### src/hashed_block_cache_lfu_unit_assert.svh
// Assertion macros shared by the hashed block cache RTL.
// No dependencies; each file that asserts includes this header.
`ifndef HASHED_BLOCK_CACHE_LFU_UNIT_ASSERT_SVH
`define HASHED_BLOCK_CACHE_LFU_UNIT_ASSERT_SVH

// Implication checked on every rising edge outside reset.
`define HBC_ASSERT_IMP(lbl, clk, rst_n, ante, cons) \
	lbl: assert property (@(posedge clk) disable iff (!rst_n) (ante) |-> (cons)) \
		else $error("hbc assertion failed");

// Implication whose consequence is checked in the next cycle.
`define HBC_ASSERT_NEXT(lbl, clk, rst_n, ante, cons) \
	lbl: assert property (@(posedge clk) disable iff (!rst_n) (ante) |=> (cons)) \
		else $error("hbc assertion failed");

`endif

### src/hbc_hash.sv
// Bucket index unit: shifts the address and reduces it modulo the bucket count.
// Depends on nothing; a power-of-two count is a registered mask, any other a bit-serial remainder.
`default_nettype none
module hbc_hash #(
	parameter int BUCKETS = 256,
	parameter int BW = 8
) (
	input  wire logic          clk,
	input  wire logic          arst_n,
	input  wire logic          start,
	input  wire logic [31:0]   value,
	input  wire logic [4:0]    shift,
	output logic               done,
	output logic [BW-1:0]      bucket
);

	localparam bit IS_POW2 = (BUCKETS & (BUCKETS - 1)) == 0;

	generate
		if (IS_POW2) begin : g_mask
			logic [31:0]   shifted;
			logic          done_q;
			logic [BW-1:0] bucket_q;

			assign shifted = value >> shift;

			always_ff @(posedge clk or negedge arst_n) begin
				if (!arst_n) begin
					done_q <= 1'b0;
				end else begin
					done_q <= start;
				end
			end

			always_ff @(posedge clk) begin
				if (start) begin
					bucket_q <= shifted[BW-1:0];
				end
			end

			assign done = done_q;
			assign bucket = bucket_q;
		end else begin : g_iter
			logic [31:0] sh_q;
			logic [BW:0] rem_q;
			logic [5:0]  cnt_q;
			logic        done_q;
			logic [BW:0] trial;

			assign trial = {rem_q[BW-1:0], sh_q[31]};

			always_ff @(posedge clk or negedge arst_n) begin
				if (!arst_n) begin
					cnt_q <= 6'd0;
					done_q <= 1'b0;
				end else begin
					done_q <= 1'b0;
					if (start) begin
						cnt_q <= 6'd32;
					end else if (cnt_q != 6'd0) begin
						cnt_q <= cnt_q - 6'd1;
						done_q <= cnt_q == 6'd1;
					end
				end
			end

			always_ff @(posedge clk) begin
				if (start) begin
					sh_q <= value >> shift;
					rem_q <= '0;
				end else if (cnt_q != 6'd0) begin
					sh_q <= {sh_q[30:0], 1'b0};
					if (trial >= (BW+1)'(BUCKETS)) begin
						rem_q <= trial - (BW+1)'(BUCKETS);
					end else begin
						rem_q <= trial;
					end
				end
			end

			assign done = done_q;
			assign bucket = rem_q[BW-1:0];
		end
	endgenerate

endmodule
`default_nettype wire

### config.mk
export PLATFORM = sky130hd
export DESIGN_NAME = hbc_hash
export DESIGN_NICKNAME = d
export VERILOG_FILES = /design/src/hashed_block_cache_lfu_unit_assert.svh /design/src/hbc_hash.sv
export SDC_FILE = /design/constraint.sdc
export NUM_CORES = 1
export LEC_CHECK = 0
export BUFFER_PORTS_ARGS = -buffer_cell sky130_fd_sc_hd__buf_2
export CAP_MARGIN = 20
export CORE_MARGIN = 3
export CORE_UTILIZATION = 48
export DETAILED_ROUTE_END_ITERATION = 8
export PLACE_DENSITY = 0.83
export SKIP_CTS_REPAIR_TIMING = 1
export SYNTH_ARGS = -nofsm -noshare
export SYNTH_HDL_FRONTEND = slang
export SYNTH_SLANG_ARGS = --single-unit
### constraint.sdc
create_clock -name clk -period 0.8 [get_ports clk]
set_input_delay 0.16 -clock clk [delete_from_list [all_inputs] [get_ports clk]]
set_output_delay 0.16 -clock clk [all_outputs]
set_load 0.1 [all_outputs]
==> impl_metrics.json, run 1 <==
{
  "outcome": "complete, but fails checks",
  "failed_checks": "negative setup slack",
  "area_delta_synth_final_pct": 47.3,
  "drcViolationCount": 0,
  "final_slew_viol_count": 0,
  "synth_top_cells_by_area": "sky130_fd_sc_hd__mux4_2, sky130_fd_sc_hd__mux4_1, sky130_fd_sc_hd__edfxtp_1, sky130_fd_sc_hd__o22ai_1, sky130_fd_sc_hd__mux2i_1",
  "post-route-worst-setup-slack_ns": -0.625,
  "fillerInstances": 211,
  "met2_resource_use_gr_pct": 41.5,
  "antenna_diode_instance_count": 0,
  "power_density_mw_per_mm2": 1130,
  "yosys.cell_count.top_type": "sky130_fd_sc_hd__mux4_2",
  "crit_required_ns": 0.81,
  "drtAntennaViolNets": 0,
  "critical_path.startpoint_type": "input pin",
  "final_nets": 265,
  "placeableCoreArea_mm2": 0.00342,
  "grtUsageTotal_pct": 24.1,
  "grt_pass1_wl_um": 7990,
  "finalWorstPathRequiredPeriod_ns": 1.42,
  "final-hold-violation-count": 0,
  "endpoint_class_of_the_critical_path": "flop",
  "tritoncts.num_buffers": 3,
  "timing.critical_path.mode_cell": "sky130_fd_sc_hd__buf_12",
  "report.power.total_uw": 2880,
  "vdd_ir_drop_max_v": 0.000418,
  "cts_max_level": 1,
  "worst_setup_hold_path_clk_slew_ns": 0.06,
  "crit_type": "input pin to flop",
  "synth_area_mm2": 0.00173,
  "synth.top_cells.by_count": "sky130_fd_sc_hd__mux4_2, sky130_fd_sc_hd__nand2_1, sky130_fd_sc_hd__o22ai_1, sky130_fd_sc_hd__mux4_1",
  "final-seq-area_um2": 269,
  "timing_worst_slew_pin_value_ns": 0.283,
  "design.die.area_mm2": 0.00437,
  "number_of_enable_flip_flop_cells_after_synthesis": 8,
  "fmax_ghz": 0.702,
  "wl_um": 5540,
  "worstPathCellList": "buf_12, buf_12, mux4_2, o32ai_4, a211oi_2, o21a_1",
  "grt_start_max_net_pins": 18,
  "overflow": 0,
  "tritoncts_num_sinks": 9,
  "globalRouteMet3Util_pct": 2.55,
  "synthDominantCellAreaShare_pct": 29.9,
  "cts_tree": "yes",
  "first_global_vias": 1676,
  "vias": 1804,
  "multi_input_comb_area_mm2": 0.00138,
  "number_of_buffers_on_the_longest_clock_path": 2,
  "drt-pass1-iter-count": 4,
  "design.portCount": 49,
  "post-dp-hpwl_um": 4230,
  "power_leakage_uw": 0.00103,
  "final_layout_size_suffix_gt1_share_pct": 63.4,
  "final.period_utilization_pct": 178,
  "type_of_the_most_critical_hold_path": "input pin to flop",
  "cp_slowest_cell": "sky130_fd_sc_hd__mux4_2",
  "groute.layer.met1.usage_pct": 29.5,
  "rsz_0062_raised_after_global_routing": "yes",
  "detail_route.wl_per_cell_um": 20.5,
  "final-setup-viol-count": 17,
  "die-width_um": 66.1,
  "max_cap_viol_count": 0,
  "initial_core_util_pct": 50.8,
  "synth.largest_area_cell": "sky130_fd_sc_hd__mux4_2",
  "rows": 21,
  "critical_path.max_stage_delay_ns": 0.55,
  "drt-initial-drc-count": 114,
  "syn_nets": 182,
  "synth_sequential_area_ratio_pct": 15.3,
  "antenna_found_initial": 0,
  "finalWeightedCongestion": 0.936,
  "synth.ff_latch_count": 9,
  "max-slew-margin-rel_pct": 81.0,
  "synth-async-reset-ratio_pct": 11.1,
  "die-height_um": 66.1,
  "synthFlopType": "sky130_fd_sc_hd__edfxtp_1",
  "portBuffers": 48,
  "critPathArrivalTime_ns": 1.43,
  "largest_fanout_on_the_critical_path": 5,
  "cts-root-buf": "sky130_fd_sc_hd__clkbuf_4",
  "detailedPlace.worstSlack_ns": -0.994,
  "netlist_instances": 142,
  "post_synth.cell_area_avg_um2": 12.2,
  "synth_cell_type_count": 36,
  "busiest_layer": "met2",
  "post_drt_via_cell_ratio": 6.68,
  "ys.warnings.count": 0
}
[worst paths after layout]
check / startpoint / end / slack [ns] / cells past startpoint
max in group asynchronous: arst_n / done / 0.48 / 2
worst max-delay path: shift[0] / bucket[6] / -0.62 / 6
worst min-delay path: start / done / 0.14 / 1
min in group asynchronous: arst_n / done / 0.22 / 2
[kinds of logic after synthesis]
family / after synthesis / share of synthesized area, %
AOI/OAI and AO/OA: 33 / 13.9
buffers and inverters: 17 / 7.14
DFF: 9 / 15.3
muxes: 47 / 53.5
and+or+nand+nor: 36 / 10.1
[stage by stage]
step | instances | TNS, ns | hold slack [ns] | util, % | cell area, um^2
after global placement | 260 | -7.30 | -0.0635 | 69.1 | 2360
after global routing | 270 | -7.06 | 0.141 | 74.8 | 2550
after detailed placement | 260 | -7.56 | -0.0624 | 69.1 | 2360
after CTS | 264 | -7.50 | -0.333 | 69.9 | 2390
after floorplan | 142 | -7.97 | -0.136 | - | 1740
final | 270 | -6.53 | 0.137 | 74.8 | 2550
[registers in the layout (all words and copies together), names as in the netlist]
register and cells:
bucket 8, done 1
[report_power, final]
group / internal, uW / total (uW) / switching (uW)
Sequential: 589 / 635 / 45.6
Combinational: 921 / 1920 / 997
Clock: 191 / 330 / 139
[per-layer routing]
metal / share of wire [%] / wire length [um]
met4: 4.1 / 229
met3: 8.6 / 476
met2: 52 / 2880
met1: 35 / 1950
met5: 0 / 0
[critical path: cells and delay by family]
family                 cells  cell delay (ns)
muxes                      1             0.55
AOI/OAI and AO/OA          3             0.51
buffers and inverters      2             0.20
[cell usage in the layout, fill, tap and decap left out, drive strengths merged, types with 2 or more instances in the layout]
cell type  Yosys  routed
mux2i          8       8
edfxtp         8       8
nand2         14      14
nor3           4       4
nand2b         2       2
a311oi         2       2
o22a           2       2
nor2           3       3
mux2           6       6
o21ai          2       2
nor2b          4       4
nand3          4       4
o32ai          2       2
o211ai         4       4
nand3b         2       2
mux4          33      33
a22o           2       2
clkbuf         4       7
buf           11      89
o22ai         14      14
[area by class of cell]
class                           instances  share of cell area (%)
Inverter                                2                   0.294
Clock buffer                            4                    1.03
Timing Repair Buffer                   93                    31.7
Tap cell                               46                    2.25
Sequential cell                         9                    10.5
Multi-Input combinational cell        116                    54.1
No activity file was read; power rests on OpenSTA's default activity.
==> run 2: changes to the inputs <==
--- a/config.mk
+++ b/config.mk
@@ -7,10 +7,12 @@
 export LEC_CHECK = 0
 export BUFFER_PORTS_ARGS = -buffer_cell sky130_fd_sc_hd__buf_2
 export CAP_MARGIN = 20
+export CELL_PAD_IN_SITES_DETAIL_PLACEMENT = 2
+export CELL_PAD_IN_SITES_GLOBAL_PLACEMENT = 2
 export CORE_MARGIN = 3
-export CORE_UTILIZATION = 48
+export CORE_UTILIZATION = 31
 export DETAILED_ROUTE_END_ITERATION = 8
-export PLACE_DENSITY = 0.83
+export PLACE_DENSITY = 0.84
 export SKIP_CTS_REPAIR_TIMING = 1
 export SYNTH_ARGS = -nofsm -noshare
 export SYNTH_HDL_FRONTEND = slang
==> impl_metrics.json, run 2 (same netlist as run 1, synthesis figures left out) <==
{
  "post_drt_via_cell_ratio": 6.37,
  "fmax_ghz": 0.631,
  "layout_common_cells": "sky130_fd_sc_hd__buf_4, sky130_fd_sc_hd__buf_2, sky130_fd_sc_hd__mux4_2, sky130_fd_sc_hd__nand2_1, sky130_fd_sc_hd__buf_12",
  "final-setup-viol-count": 17,
  "number_of_buffers_on_the_longest_clock_path": 2,
  "drcViolationCount": 0,
  "final_layout_size_suffix_gt1_share_pct": 70.8,
  "largest_register_ffs": 8,
  "tritoncts.num_buffers": 3,
  "whs_path_depth": 1,
  "tritoncts_num_sinks": 9,
  "post-route-worst-setup-slack_ns": -0.785,
  "drt-pass1-iter-count": 4,
  "first_global_vias": 2063,
  "vias": 1955,
  "detail_route.wl_per_cell_um": 29.2,
  "min-delay-start": "start",
  "largest_fanout_on_the_critical_path": 8,
  "power_leakage_uw": 0.00111,
  "portBuffers": 48,
  "final_slew_viol_count": 0,
  "failed_checks": "negative setup slack",
  "finalWorstPathRequiredPeriod_ns": 1.59,
  "timing_worst_slew_pin_value_ns": 0.411,
  "final-hold-violation-count": 0,
  "critical_path.max_stage_delay_ns": 0.50,
  "placeableCoreArea_mm2": 0.00527,
  "grtUsageTotal_pct": 24.2,
  "max-slew-margin-rel_pct": 72.4,
  "crit_type": "input pin to flop",
  "rsz_0062_raised_after_global_routing": "yes",
  "critical_path.startpoint_type": "input pin",
  "post-dp-hpwl_um": 6430,
  "grt_pass1_wl_um": 11700,
  "worstPathCellList": "buf_12, clkbuf_16, mux4_2, nor3_1, a211oi_2, o21a_1",
  "finalWeightedCongestion": 0.860,
  "vdd_ir_drop_max_v": 0.000704,
  "final.period_utilization_pct": 198,
  "final_nets": 277,
  "cts_tree": "yes",
  "antenna_found_initial": 1,
  "report.power.total_uw": 3330,
  "cp_slowest_cell": "sky130_fd_sc_hd__mux4_2",
  "critPathLaunch": "shift[0]",
  "cts_max_level": 1,
  "rows": 26,
  "initial_core_util_pct": 32.9,
  "fillerInstances": 502,
  "drtAntennaViolNets": 0,
  "timing.hold.worst_endpoint": "done",
  "overflow": 0,
  "layout.core_utilization_pct": 52.8,
  "endpoint_class_of_the_critical_path": "flop",
  "outcome": "complete, but fails checks",
  "crit_required_ns": 0.78,
  "die-height_um": 80.8,
  "drt-initial-drc-count": 92,
  "area_delta_synth_final_pct": 60.5,
  "cts-root-buf": "sky130_fd_sc_hd__clkbuf_8",
  "tns_ns": -7.05,
  "design.die.area_mm2": 0.00653,
  "grt_start_max_net_pins": 18,
  "design.portCount": 49,
  "power_density_mw_per_mm2": 1200,
  "wl_um": 8960,
  "worst_setup_hold_path_clk_slew_ns": 0.04,
  "max_cap_viol_count": 0,
  "die-width_um": 80.8,
  "critPathArrivalTime_ns": 1.57,
  "final_common_cell": "sky130_fd_sc_hd__buf_4",
  "type_of_the_most_critical_hold_path": "input pin to flop"
}
[run 2: cell types whose count changed in the layout (fill, tap and decap cells not counted), sizes merged]
cell | previous run | this run
diode | 0 | 1
clkinvlp | 0 | 1
buf | 89 | 102
clkinv | 1 | 0
clkbuf | 7 | 6
[run 2: worst max path at each step]
stage	end	slack, ns	cells past startpoint
6_report	bucket[6]	-0.79	6
5_1_grt	bucket[6]	-0.81	6
4_1_cts	bucket[6]	-0.81	7
3_5_place_dp	bucket[6]	-1.06	7
3_3_place_gp	bucket[0]	-0.96	6
2_1_floorplan	bucket[6]	-0.76	6
[run 2: power breakdown]
group | switching [uW] | total, uW | leakage (uW) | internal, uW
clock | 191 | 539 | 0.0000228 | 348
sequential | 48.5 | 640 | 0.0000893 | 591
combinational | 1160 | 2150 | 0.000997 | 997
total | 1400 | 3330 | 0.00111 | 1940
[run 2: layout make-up]
cell class / instances / area (um^2) / share of cell area (%)
antenna: 1 / 2.50 / 0.0899
inverter: 2 / 11.3 / 0.405
tap: 70 / 87.6 / 3.15
clock buffer: 4 / 45.0 / 1.62
timing repair buffer: 105 / 922 / 33.1
sequential: 9 / 269 / 9.67
multi-input combinational: 116 / 1450 / 51.9
[run 2: critical path: cells and delay by family]
family	cells	cell delay [ns]
AOI/OAI and AO/OA	2	0.31
buffers and inverters	2	0.27
muxes	1	0.50
and+or+nand+nor	1	0.34
[run 2: through the flow]
stage	instances	area, um^2	hold slack (ns)	setup WS [ns]
after floorplan	142	1740	-0.136	-0.764
after global placement	292	2460	-0.0654	-0.956
after detailed placement	292	2460	-0.0617	-1.06
after CTS	296	2510	-0.317	-0.808
after global routing	307	2780	0.162	-0.811
final	307	2780	0.158	-0.785
[run 2: layer usage]
layer	vias up	track usage, %	part of all wire (%)
met5	-	0	0
met4	0	11.7	4.1
met3	30	3.22	3.8
met2	86	44.7	53
met1	1031	27.4	39
li1	808	-	-
==> run 3: changes to the inputs <==
--- a/config.mk
+++ b/config.mk
@@ -5,14 +5,15 @@
 export SDC_FILE = /design/constraint.sdc
 export NUM_CORES = 1
 export LEC_CHECK = 0
+export ABC_AREA = 1
 export BUFFER_PORTS_ARGS = -buffer_cell sky130_fd_sc_hd__buf_2
 export CAP_MARGIN = 20
 export CELL_PAD_IN_SITES_DETAIL_PLACEMENT = 2
 export CELL_PAD_IN_SITES_GLOBAL_PLACEMENT = 2
 export CORE_MARGIN = 3
-export CORE_UTILIZATION = 31
+export CORE_UTILIZATION = 21
 export DETAILED_ROUTE_END_ITERATION = 8
-export PLACE_DENSITY = 0.84
+export PLACE_DENSITY = 0.81
 export SKIP_CTS_REPAIR_TIMING = 1
 export SYNTH_ARGS = -nofsm -noshare
 export SYNTH_HDL_FRONTEND = slang
==> impl_metrics.json, run 3 <==
{
  "netlist_instances": 326,
  "post-dp-hpwl_um": 6300,
  "comb_power_share_pct": 62.2,
  "final.period_utilization_pct": 155,
  "max-slew-margin-rel_pct": 73.6,
  "synth_cell_type_count": 14,
  "rows": 31,
  "synth_sequential_area_ratio_pct": 16.6,
  "yosys.cell_count.top_type": "sky130_fd_sc_hd__nand2_1",
  "area_delta_synth_final_pct": 64.3,
  "synth_area_mm2": 0.00160,
  "crit_type": "input pin to flop",
  "final_common_cell": "sky130_fd_sc_hd__nand2_1",
  "design.portCount": 49,
  "clock_power_share_pct": 17.1,
  "number_of_enable_flip_flop_cells_after_synthesis": 8,
  "power_density_mw_per_mm2": 1160,
  "largest_fanout_on_the_critical_path": 21,
  "final_slew_viol_count": 0,
  "max_cap_viol_count": 0,
  "failed_checks": "negative setup slack",
  "vdd_ir_drop_max_v": 0.000561,
  "endpoint_class_of_the_critical_path": "flop",
  "grtUsageTotal_pct": 17.5,
  "p_int_uw": 1610,
  "design.die.area_mm2": 0.00869,
  "placeableCoreArea_mm2": 0.00733,
  "post-route-worst-setup-slack_ns": -0.437,
  "wl_um": 8150,
  "vias": 2375,
  "cp.depth": 11,
  "cts-root-buf": "sky130_fd_sc_hd__clkbuf_8",
  "tns_ns": -4.60,
  "tritoncts.num_buffers": 3,
  "type_of_the_most_critical_hold_path": "input pin to flop",
  "detail_route.wl_per_cell_um": 17.1,
  "critical-path-top-delay-family": "simple AND/OR/NAND/NOR gates",
  "power_leakage_uw": 0.00134,
  "critPathCapture": "bucket[3]",
  "post_drt_via_cell_ratio": 4.97,
  "timing.critical_path.mode_cell": "sky130_fd_sc_hd__nand2_1",
  "synth.top_cells.by_count": "sky130_fd_sc_hd__nand2_1, sky130_fd_sc_hd__nand3_1, sky130_fd_sc_hd__nor2_1, sky130_fd_sc_hd__inv_1, sky130_fd_sc_hd__buf_2",
  "antenna_found_initial": 0,
  "cts_max_level": 1,
  "timing_worst_slew_pin_value_ns": 0.395,
  "layout_common_cells": "sky130_fd_sc_hd__nand2_1, sky130_fd_sc_hd__nand3_1, sky130_fd_sc_hd__nand2_2, sky130_fd_sc_hd__buf_2, sky130_fd_sc_hd__nand3_2",
  "initial_core_util_pct": 21.8,
  "drt-initial-drc-count": 72,
  "tritoncts_num_sinks": 9,
  "critPathLaunch": "shift[1]",
  "worstPathCellList": "buf_2, clkinvlp_4, buf_12, nand3_1, nor2_1, nor2_1, nand2_1, inv_1, nand2_1, nand2_1, inv_1",
  "rsz_0062_raised_after_global_routing": "yes",
  "cp_slowest_cell": "sky130_fd_sc_hd__buf_12",
  "crit_required_ns": 0.79,
  "ys.warnings.count": 0,
  "number_of_buffers_on_the_longest_clock_path": 2,
  "synth.largest_area_cell": "sky130_fd_sc_hd__nand2_1",
  "synth_top_cells_by_area": "sky130_fd_sc_hd__nand2_1, sky130_fd_sc_hd__nand3_1, sky130_fd_sc_hd__edfxtp_1, sky130_fd_sc_hd__nor2_1, sky130_fd_sc_hd__buf_2",
  "final_layout_size_suffix_gt1_share_pct": 41.7,
  "switching_part_of_the_total_pct": 47.3,
  "post_synth.cell_area_avg_um2": 4.90,
  "report.power.total_uw": 3040,
  "drcViolationCount": 0,
  "synth.ff_latch_count": 9,
  "power_share_of_the_sequential_group_pct": 20.6,
  "portBuffers": 48,
  "synthDominantCellAreaShare_pct": 36.6,
  "drt-pass1-iter-count": 4,
  "drtAntennaViolNets": 0,
  "cts_tree": "yes",
  "synth-async-reset-ratio_pct": 11.1,
  "overflow": 0,
  "cp_num_buf_inv": 5,
  "critical_path.max_stage_delay_ns": 0.17,
  "first_global_vias": 2557,
  "final_nets": 420,
  "critPathArrivalTime_ns": 1.23,
  "detailedPlace.worstSlack_ns": -0.723,
  "final-setup-viol-count": 17,
  "die-height_um": 93.2,
  "die-width_um": 93.2,
  "total_switching_power_uw": 1440,
  "finalWeightedCongestion": 0.847,
  "antenna_diode_instance_count": 0,
  "final-hold-violation-count": 0,
  "largest_register_ffs": 8,
  "grt_pass1_wl_um": 12400,
  "worst_setup_hold_path_clk_slew_ns": 0.04,
  "fmax_ghz": 0.809,
  "grt_start_max_net_pins": 31,
  "synthFlopType": "sky130_fd_sc_hd__edfxtp_1",
  "syn_nets": 366,
  "finalWorstPathRequiredPeriod_ns": 1.24,
  "outcome": "complete, but fails checks",
  "critical_path.startpoint_type": "input pin"
}
run 3: cell types whose count changed in the layout (fill, tap and decap cells not counted), sizes merged, moves of 14 or more:
cell   delta
nand3    +92
buf      -37
o22ai    -14
mux4     -33
nor2     +24
nand2   +142
inv      +15
run 3: stage by stage:
stage               area, um^2  cells  hold slack, ns  util (%)
CTS                       2380    476          -0.310      32.5
floorplan                 1810    326          -0.136         -
global placement          2340    472         -0.0657      31.9
detailed placement        2340    472         -0.0632      31.9
finish                    2630    478           0.180      35.8
global route              2630    478           0.176      35.8
run 3: worst min path at each step:
stage           start  endpoint  slack [ns]  cells past startpoint
6_report        start      done        0.18                      1
5_1_grt         start      done        0.18                      1
4_1_cts        arst_n      done       -0.31                      1
3_5_place_dp   arst_n      done       -0.06                      1
3_3_place_gp   arst_n      done       -0.07                      1
2_1_floorplan  arst_n      done       -0.14                      0
run 3: metal layers:
| metal | wire, um | GRT usage, % |
|---|---|---|
| met5 | 0 | 0 |
| met4 | 123 | 2.08 |
| met3 | 223 | 2.01 |
| met2 | 4270 | 33.7 |
| met1 | 3530 | 21.2 |
run 3: cell type report:
| cell class | count | area [um^2] |
|---|---|---|
| Sequential cell | 9 | 269 |
| Fill cell | 896 | 4710 |
| Clock buffer | 4 | 45.0 |
| Tap cell | 99 | 124 |
| Inverter | 19 | 78.8 |
| Multi-Input combinational cell | 280 | 1490 |
| Timing Repair Buffer | 67 | 618 |
run 3: cells by family (layout without fill, tap and decap cells):
logic type,count (synthesis),in the layout,share of synthesized area (%)
AOI/OAI and AO/OA,1,1,0.313
buffers and inverters,37,90,9.87
DFF,9,9,16.6
and+or+nand+nor,279,279,73.2
run 3: power by group through the flow:
stage	sequential [uW]	clock, uW	combinational [uW]
2_1_floorplan	978	0	736
3_3_place_gp	636	0	1690
3_5_place_dp	639	0	1740
4_1_cts	630	542	1750
5_1_grt	632	568	2050
6_report	628	521	1900
